--- config.mk ---
export PLATFORM = sky130hd
export DESIGN_NAME = windowed_min_tracker_flat
export DESIGN_NICKNAME = d
export VERILOG_FILES = /design/src/hdl/wmt_pkg.sv /design/src/hdl/wmt_stream_if.sv /design/src/hdl/wmt_slots.sv /design/src/hdl/windowed_min_tracker.sv /design/src/flat_wrapper.sv
export SDC_FILE = /design/constraint.sdc
export NUM_CORES = 2
export LEC_CHECK = 0
export ABC_AREA = 1
export BUFFER_PORTS_ARGS = -buffer_cell sky130_fd_sc_hd__buf_4
export CELL_PAD_IN_SITES_DETAIL_PLACEMENT = 1
export CELL_PAD_IN_SITES_GLOBAL_PLACEMENT = 1
export CORE_ASPECT_RATIO = 0.75
export CORE_UTILIZATION = 40
export CTS_CLUSTER_SIZE = 10
export DETAILED_ROUTE_END_ITERATION = 8
export PLACE_DENSITY_LB_ADDON = 0.1
export SLEW_MARGIN = 20
export SYNTH_ARGS = -nofsm -noshare
export SYNTH_HDL_FRONTEND = slang
export SYNTH_HIERARCHICAL = 1
export SYNTH_SLANG_ARGS = --single-unit
--- constraint.sdc ---
create_clock -name clk -period 10 [get_ports clk]
set_input_delay 2 -clock clk [delete_from_list [all_inputs] [get_ports clk]]
set_output_delay 2 -clock clk [all_outputs]
set_load 0.005 [all_outputs]
--- src/hdl/wmt_pkg.sv ---
// Package for the windowed minimum tracker.
// Holds the fixed constants shared by the slot logic and the top level.
// Depends on nothing.
package wmt_pkg;

    // Number of tracked slots: best, second best, third best.
    localparam int SLOT_COUNT = 3;

    // Slot positions.
    localparam int SLOT_BEST   = 0;
    localparam int SLOT_SECOND = 1;
    localparam int SLOT_THIRD  = 2;

    // Width and reset value of the window length register.
    localparam int WINDOW_BITS = 32;
    localparam logic [WINDOW_BITS-1:0] WINDOW_RESET = 32'd10000000;

    // Refresh limits are the window divided by four and by two.
    localparam int QUARTER_SHIFT = 2;
    localparam int HALF_SHIFT    = 1;

endpackage

--- src/hdl/wmt_stream_if.sv ---
// Stream interfaces for the windowed minimum tracker.
// wmt_sample_if carries delay samples in; wmt_result_if carries the best slot out.
// Depends on nothing.
interface wmt_sample_if #(
    parameter int VALUE_BITS = 24,
    parameter int TIME_BITS  = 48
);
    logic                  valid;
    logic                  ready;
    logic [VALUE_BITS-1:0] sample_value;
    logic [TIME_BITS-1:0]  sample_time;

    modport source (output valid, output sample_value, output sample_time, input ready);
    modport sink   (input valid, input sample_value, input sample_time, output ready);
endinterface

interface wmt_result_if #(
    parameter int VALUE_BITS = 24,
    parameter int TIME_BITS  = 48
);
    logic                  valid;
    logic                  ready;
    logic [VALUE_BITS-1:0] best_value;
    logic [TIME_BITS-1:0]  best_time;

    modport source (output valid, output best_value, output best_time, input ready);
    modport sink   (input valid, input best_value, input best_time, output ready);
endinterface

--- src/hdl/wmt_slots.sv ---
// Three-slot windowed minimum state and its combinational update, registered on load.
// Uses wmt_pkg for slot positions, window width and refresh shifts.
module wmt_slots #(
    parameter int VALUE_BITS = 24,
    parameter int TIME_BITS  = 48
) (
    input  logic                             clk,
    input  logic                             rst_n,
    input  logic                             load,
    input  logic [VALUE_BITS-1:0]            sample_value,
    input  logic [TIME_BITS-1:0]             sample_time,
    input  logic [wmt_pkg::WINDOW_BITS-1:0]  window_length,
    output logic [VALUE_BITS-1:0]            best_value,
    output logic [TIME_BITS-1:0]             best_time
);

    logic [VALUE_BITS-1:0] val_reg  [wmt_pkg::SLOT_COUNT];
    logic [TIME_BITS-1:0]  time_reg [wmt_pkg::SLOT_COUNT];
    logic [VALUE_BITS-1:0] val_next [wmt_pkg::SLOT_COUNT];
    logic [TIME_BITS-1:0]  time_next[wmt_pkg::SLOT_COUNT];
    logic                  have_reg;

    logic [VALUE_BITS-1:0] p1_value, p2_value;
    logic [TIME_BITS-1:0]  p1_time, p2_time;
    logic                  do_fill, ins_second, ins_third;
    logic                  best_expired, second_expired, quarter_hit, half_hit;

    // Modular compare: a <= b when a - b is zero or negative.
    function automatic logic val_le(input logic [VALUE_BITS-1:0] a,
                                    input logic [VALUE_BITS-1:0] b);
        logic [VALUE_BITS-1:0] diff;
        begin
            diff = a - b;
            return (diff == '0) || diff[VALUE_BITS-1];
        end
    endfunction

    // A slot is expired when the wrapped age exceeds the limit.
    function automatic logic is_expired(input logic [TIME_BITS-1:0] now,
                                        input logic [TIME_BITS-1:0] then_time,
                                        input logic [wmt_pkg::WINDOW_BITS-1:0] limit);
        logic [TIME_BITS-1:0] age;
        begin
            age = now - then_time;
            return age > TIME_BITS'(limit);
        end
    endfunction

    // Fill decision and insertion into the second and third slots.
    always_comb
    begin
        do_fill    = !have_reg
                   || val_le(sample_value, val_reg[wmt_pkg::SLOT_BEST])
                   || is_expired(sample_time, time_reg[wmt_pkg::SLOT_THIRD], window_length);
        ins_second = val_le(sample_value, val_reg[wmt_pkg::SLOT_SECOND]);
        ins_third  = ins_second || val_le(sample_value, val_reg[wmt_pkg::SLOT_THIRD]);
        p1_value   = ins_second ? sample_value : val_reg[wmt_pkg::SLOT_SECOND];
        p1_time    = ins_second ? sample_time  : time_reg[wmt_pkg::SLOT_SECOND];
        p2_value   = ins_third  ? sample_value : val_reg[wmt_pkg::SLOT_THIRD];
        p2_time    = ins_third  ? sample_time  : time_reg[wmt_pkg::SLOT_THIRD];
    end

    // Expiry and refresh conditions on the slots after insertion.
    always_comb
    begin
        best_expired   = is_expired(sample_time, time_reg[wmt_pkg::SLOT_BEST], window_length);
        second_expired = is_expired(sample_time, p1_time, window_length);
        quarter_hit    = (p1_value == val_reg[wmt_pkg::SLOT_BEST])
                       && is_expired(sample_time, p1_time,
                                     window_length >> wmt_pkg::QUARTER_SHIFT);
        half_hit       = (p2_value == p1_value)
                       && is_expired(sample_time, p2_time,
                                     window_length >> wmt_pkg::HALF_SHIFT);
    end

    // Next slot contents, in priority order of the update rules.
    always_comb
    begin
        val_next[wmt_pkg::SLOT_BEST]    = val_reg[wmt_pkg::SLOT_BEST];
        time_next[wmt_pkg::SLOT_BEST]   = time_reg[wmt_pkg::SLOT_BEST];
        val_next[wmt_pkg::SLOT_SECOND]  = p1_value;
        time_next[wmt_pkg::SLOT_SECOND] = p1_time;
        val_next[wmt_pkg::SLOT_THIRD]   = p2_value;
        time_next[wmt_pkg::SLOT_THIRD]  = p2_time;
        if (do_fill)
        begin
            for (int i = 0; i < wmt_pkg::SLOT_COUNT; i++)
            begin
                val_next[i]  = sample_value;
                time_next[i] = sample_time;
            end
        end
        else if (best_expired)
        begin
            if (second_expired)
            begin
                val_next[wmt_pkg::SLOT_BEST]    = p2_value;
                time_next[wmt_pkg::SLOT_BEST]   = p2_time;
                val_next[wmt_pkg::SLOT_SECOND]  = sample_value;
                time_next[wmt_pkg::SLOT_SECOND] = sample_time;
            end
            else
            begin
                val_next[wmt_pkg::SLOT_BEST]    = p1_value;
                time_next[wmt_pkg::SLOT_BEST]   = p1_time;
                val_next[wmt_pkg::SLOT_SECOND]  = p2_value;
                time_next[wmt_pkg::SLOT_SECOND] = p2_time;
            end
            val_next[wmt_pkg::SLOT_THIRD]  = sample_value;
            time_next[wmt_pkg::SLOT_THIRD] = sample_time;
        end
        else if (quarter_hit)
        begin
            val_next[wmt_pkg::SLOT_SECOND]  = sample_value;
            time_next[wmt_pkg::SLOT_SECOND] = sample_time;
            val_next[wmt_pkg::SLOT_THIRD]   = sample_value;
            time_next[wmt_pkg::SLOT_THIRD]  = sample_time;
        end
        else if (half_hit)
        begin
            val_next[wmt_pkg::SLOT_THIRD]  = sample_value;
            time_next[wmt_pkg::SLOT_THIRD] = sample_time;
        end
    end

    // Slot registers update once per processed sample.
    always_ff @(posedge clk or negedge rst_n)
    begin
        if (!rst_n)
        begin
            have_reg <= 1'b0;
            for (int i = 0; i < wmt_pkg::SLOT_COUNT; i++)
            begin
                val_reg[i]  <= '0;
                time_reg[i] <= '0;
            end
        end
        else if (load)
        begin
            have_reg <= 1'b1;
            for (int i = 0; i < wmt_pkg::SLOT_COUNT; i++)
            begin
                val_reg[i]  <= val_next[i];
                time_reg[i] <= time_next[i];
            end
        end
    end

    assign best_value = val_reg[wmt_pkg::SLOT_BEST];
    assign best_time  = time_reg[wmt_pkg::SLOT_BEST];

endmodule

--- src/hdl/windowed_min_tracker.sv ---
// Windowed minimum tracker: keeps the three best delay samples of a sliding
// time window and reports the best one after every sample. A sample is taken
// into an input register; one pass of compare and select logic then updates
// the three slots once the result register is empty or being drained, and
// the best slot register is the result register. One sample is accepted per
// cycle while results are taken. A result is shown once the slots update and
// can leave at the next clock edge. While a result waits, one more sample can
// be held in the input register; then the input stalls until it transfers.
// Depends on wmt_pkg, wmt_stream_if.sv and wmt_slots.
module windowed_min_tracker #(
    parameter int VALUE_BITS = 24,
    parameter int TIME_BITS  = 48
) (
    input  logic                            clk,
    input  logic                            rst_n,
    input  logic                            cfg_wr_en,
    input  logic [wmt_pkg::WINDOW_BITS-1:0] cfg_wr_data,
    wmt_sample_if.sink                      sample,
    wmt_result_if.source                    result
);

    logic [wmt_pkg::WINDOW_BITS-1:0] window_reg;
    logic                            stage_valid_reg;
    logic [VALUE_BITS-1:0]           stage_value_reg;
    logic [TIME_BITS-1:0]            stage_time_reg;
    logic                            out_valid_reg;
    logic                            advance;
    logic                            load;

    // Window length register.
    always_ff @(posedge clk or negedge rst_n)
    begin
        if (!rst_n)
        begin
            window_reg <= wmt_pkg::WINDOW_RESET;
        end
        else if (cfg_wr_en)
        begin
            window_reg <= cfg_wr_data;
        end
    end

    // The slot stage moves when the result register is empty or being drained.
    assign advance      = !out_valid_reg || result.ready;
    assign load         = stage_valid_reg && advance;
    assign sample.ready = !stage_valid_reg || advance;

    // Input register takes a sample on each transfer.
    always_ff @(posedge clk or negedge rst_n)
    begin
        if (!rst_n)
        begin
            stage_valid_reg <= 1'b0;
        end
        else if (sample.ready)
        begin
            stage_valid_reg <= sample.valid;
        end
    end

    always_ff @(posedge clk)
    begin
        if (sample.ready && sample.valid)
        begin
            stage_value_reg <= sample.sample_value;
            stage_time_reg  <= sample.sample_time;
        end
    end

    // Result valid follows each slot update until the transfer out.
    always_ff @(posedge clk or negedge rst_n)
    begin
        if (!rst_n)
        begin
            out_valid_reg <= 1'b0;
        end
        else if (load)
        begin
            out_valid_reg <= 1'b1;
        end
        else if (result.ready)
        begin
            out_valid_reg <= 1'b0;
        end
    end

    wmt_slots #(
        .VALUE_BITS (VALUE_BITS),
        .TIME_BITS  (TIME_BITS)
    ) u_slots (
        .clk           (clk),
        .rst_n         (rst_n),
        .load          (load),
        .sample_value  (stage_value_reg),
        .sample_time   (stage_time_reg),
        .window_length (window_reg),
        .best_value    (result.best_value),
        .best_time     (result.best_time)
    );

    assign result.valid = out_valid_reg;

endmodule

--- src/flat_wrapper.sv ---
// flat-port wrapper written by rule: the top's interface ports become plain ports
module windowed_min_tracker_flat 
#(
    parameter int VALUE_BITS = 24,
    parameter int TIME_BITS  = 48
)
  (clk, rst_n, cfg_wr_en, cfg_wr_data, sample_valid, sample_sample_value, sample_sample_time, sample_ready, result_valid, result_best_value, result_best_time, result_ready);
  wmt_sample_if #(.VALUE_BITS(VALUE_BITS), .TIME_BITS(TIME_BITS)) sample_i ();
  wmt_result_if #(.VALUE_BITS(VALUE_BITS), .TIME_BITS(TIME_BITS)) result_i ();
  input  logic clk;
  input  logic rst_n;
  input  logic cfg_wr_en;
  input  logic [wmt_pkg::WINDOW_BITS-1:0] cfg_wr_data;
  input wire logic [$bits(sample_i.valid)-1:0] sample_valid;
  input wire logic [$bits(sample_i.sample_value)-1:0] sample_sample_value;
  input wire logic [$bits(sample_i.sample_time)-1:0] sample_sample_time;
  output wire logic [$bits(sample_i.ready)-1:0] sample_ready;
  output wire logic [$bits(result_i.valid)-1:0] result_valid;
  output wire logic [$bits(result_i.best_value)-1:0] result_best_value;
  output wire logic [$bits(result_i.best_time)-1:0] result_best_time;
  input wire logic [$bits(result_i.ready)-1:0] result_ready;
  assign sample_i.valid = sample_valid;
  assign sample_i.sample_value = sample_sample_value;
  assign sample_i.sample_time = sample_sample_time;
  assign sample_ready = sample_i.ready;
  assign result_valid = result_i.valid;
  assign result_best_value = result_i.best_value;
  assign result_best_time = result_i.best_time;
  assign result_i.ready = result_ready;
  windowed_min_tracker #(.VALUE_BITS(VALUE_BITS), .TIME_BITS(TIME_BITS)) u_core (.clk(clk), .rst_n(rst_n), .cfg_wr_en(cfg_wr_en), .cfg_wr_data(cfg_wr_data), .sample(sample_i), .result(result_i));
endmodule
==> metrics.txt <==
P&R area growth vs syn=9.16%; max reg flops=96; critical path arrival=approximately 10 ns; mean post-synth cell area=6.43 um^2; RSZ-0062 raised after global routing=false; clk root buf=clkbuf_16; Peak Freq=0.105 GHz; synthesized cell area=between 0.03 and 0.04 mm^2; Tcrit/Tclk final=0.951; final period demand of the worst path=9.51 ns; endpoint class of the critical path=flop; wire per inst=24.7 um; r2r endpoint=u_core/u_slots/val_reg[25]; Post-Syn Nets=6648; vias in the first global route=about 42000; synth cell count leaders=1443 x nand2_1, 854 x inv_1, 590 x nor2_1; Bufs and invs on worst path=6; Hold Crit Start=u_core/window_reg[9]; share of Yosys cell area claimed by the top area cell type=0.154; Clock Sinks=323; setup slack at placement=0.818 ns; Hold Crit Depth=2; row count=99; drt drc=0; Die ar.=0.0997 mm^2; Clk Latency, worst-skew pair=0.62 ns; Setup violations, final=0; HPWL Detailed=144000 um; # fillers=13063; Crit Path Max Fanout=70; Synth Register Bits=about 320; vias=44081; RR Startpoint=u_core/stage_value_reg[13]; Longest Clk Path Bufs=3; max incr delay on CP=~0.6 ns; post-synthesis async set-or-reset flop share=0.777; first-pass GRT wire length=274000 um; post-route setup slack=roughly 0.49 ns; Ports=183; Via density=5.88; Clock Skew=0.0217 ns; Initial Util=0.404; WL final=185000 um; Min-Delay Endpoint=u_core/window_reg[9]; Slew @ Worst Pin=1.22 ns; Worst Hold Class=reg -> reg; Synth area leaders=dfrtp_1 15%, nand2_1 14%, ha_1 13%; Tot GR Track Use=0.363; drt initial violations=4663; CP startpoint kind=flop; WHS=0.467 ns; EDFF count, synth=72; R2R Setup Slk=0.49 ns; Crit path max-delay family=compound AO/OA/AOI/OAI gates; chip height=274 um; Net count, final=6677; # port buffers=~180; Core ar.=between 0.09 and 0.1 mm^2; Setup TNS=0 ns; CTS tree=done; most common cell in the netlist=nand2_1; Synth Flop Type=dfrtp_1; Critical Path RT=10.45 ns; GPL Wtd Cong=1.01; Post-Synthesis Cells=6124; H-tree levels=2; Pleak=roughly 21 nW; Finished Core Util=0.442; YS warnings=6; Register Area=0.00845 mm^2; first-pass iteration count of the detailed router=5; antenna violations before repair=1; Multi-input gate area=around 0.026 mm^2; TritonCTS Buffers=between 40 and 50; CP max-delay cell=buf_4; critical path class=reg -> reg; final-report hold violation count=0; pin count of the biggest net entering global routing=122; maximum VDD drop=124 uV; layout cells sized above 1=0.0664; Reg2Reg Depth=40; Clock transition at path regs=0.06 ns; Slew Limit Fails=0; floorplan die width=between 300 and 400 um; unique cell type count in the Yosys netlist=66; CP most frequent cell=nand2_1; GRT overflow=0; post-synth top area cell=dfrtp_1; Max Cap Violations=0; sequential element share of the synthesized area=0.215; Slew HR=0.181; power per cell area=228 mW/mm^2; status=finished, final reports clean; Routed Antenna Nets=0
## cell type report
class / count / area share
multi-input combinational: 4667 / 0.611
sequential: 323 / 0.197
inverter: 872 / 0.0766
timing repair buffer: 246 / 0.0466
tap: 1313 / 0.0382
clock buffer: 65 / 0.0288
clock inverter: 14 / 0.00245
antenna: 2 / 0.000116
## stage by stage
step,std cells,instance area [um^2],power [mW]
after floorplan,6124,39400,5.88
after global placement,7421,41600,7.85
after detailed placement,7421,41600,8.00
after CTS,7500,43000,9.63
after global routing,7500,43000,10.5
final,7502,43000,9.81
## where the power goes
| group | switching, mW | internal, mW |
|---|---|---|
| logic | 4.41 | 2.06 |
| clock network | 0.704 | 0.879 |
| registers | 0.218 | 1.53 |
| total | 5.33 | 4.47 |
## cells by family after synthesis
family | share of synthesized area
DFF | 0.215
buffers and inverters | 0.120
and+or+nand+nor | 0.276
adders and majority gates | 0.133
xor gates and xnor gates | 0.0496
AOI/OAI and AO/OA | 0.207
## worst reg2reg max path: cells and delay by family, from the launching register on
family	cells	cell delay [ns]
AO/OA/AOI/OAI	13	3.31
AND/OR/NAND/NOR	17	2.62
buffers and inverters	6	1.35
adder cells (fa/ha/maj)	3	1.09
flip-flops	1	0.60
XOR/XNOR	1	0.38
## routing by layer
layer / wire [um] / share of wire / vias up / global-route usage
met5: 0 / 0 / - / 0
met1: 89900 / 0.49 / 21558 / 0.556
met3: 17800 / 0.096 / 229 / 0.0745
li1: - / - / 20425 / -
met4: 5330 / 0.029 / 0 / 0.103
met2: 72100 / 0.39 / 1869 / 0.502
## worst max-delay path by stage
stage / start / to / slack, ns / depth (start not counted)
final: u_core/stage_value_reg[13] / u_core/u_slots/val_reg[25] / 0.49 / 40
after global routing: u_core/stage_value_reg[1] / u_core/u_slots/val_reg[25] / 0.05 / 41
after CTS: u_core/stage_value_reg[1] / u_core/u_slots/val_reg[43] / 0.75 / 46
after detailed placement: u_core/stage_value_reg[1] / u_core/u_slots/val_reg[32] / 0.82 / 40
after global placement: u_core/stage_value_reg[13] / u_core/u_slots/time_reg[48] / 0.76 / 41
after floorplan: u_core/stage_value_reg[0] / u_core/u_slots/val_reg[0] / 2.65 / 46
## cells in the final DEF, fill, tap and decap left out, types with 20 or more instances in the layout
cell and count:
a21o_1 20, a21oi_1 559, a31oi_1 122, buf_4 231, clkbuf_16 44, dfrtp_1 243, edfxtp_1 72, ha_1 409
inv_1 851, nand2_1 1441, nand3_1 347, nand4_1 67, nor2_1 589, nor3_1 52, nor4_1 29, o211ai_1 137
o21a_1 27, o21ai_0 391, o21ai_1 31, o21ai_2 31, xnor2_1 95, xor2_1 128
## repair_timing
item / CTS / global route
endpoints found under the setup margin: 0 / 100
hold buffers: 0 / 0
buffers inserted: 0 / 0
resized for setup: 0 / 4
Note: power is estimated with default switching activity, not from simulation.
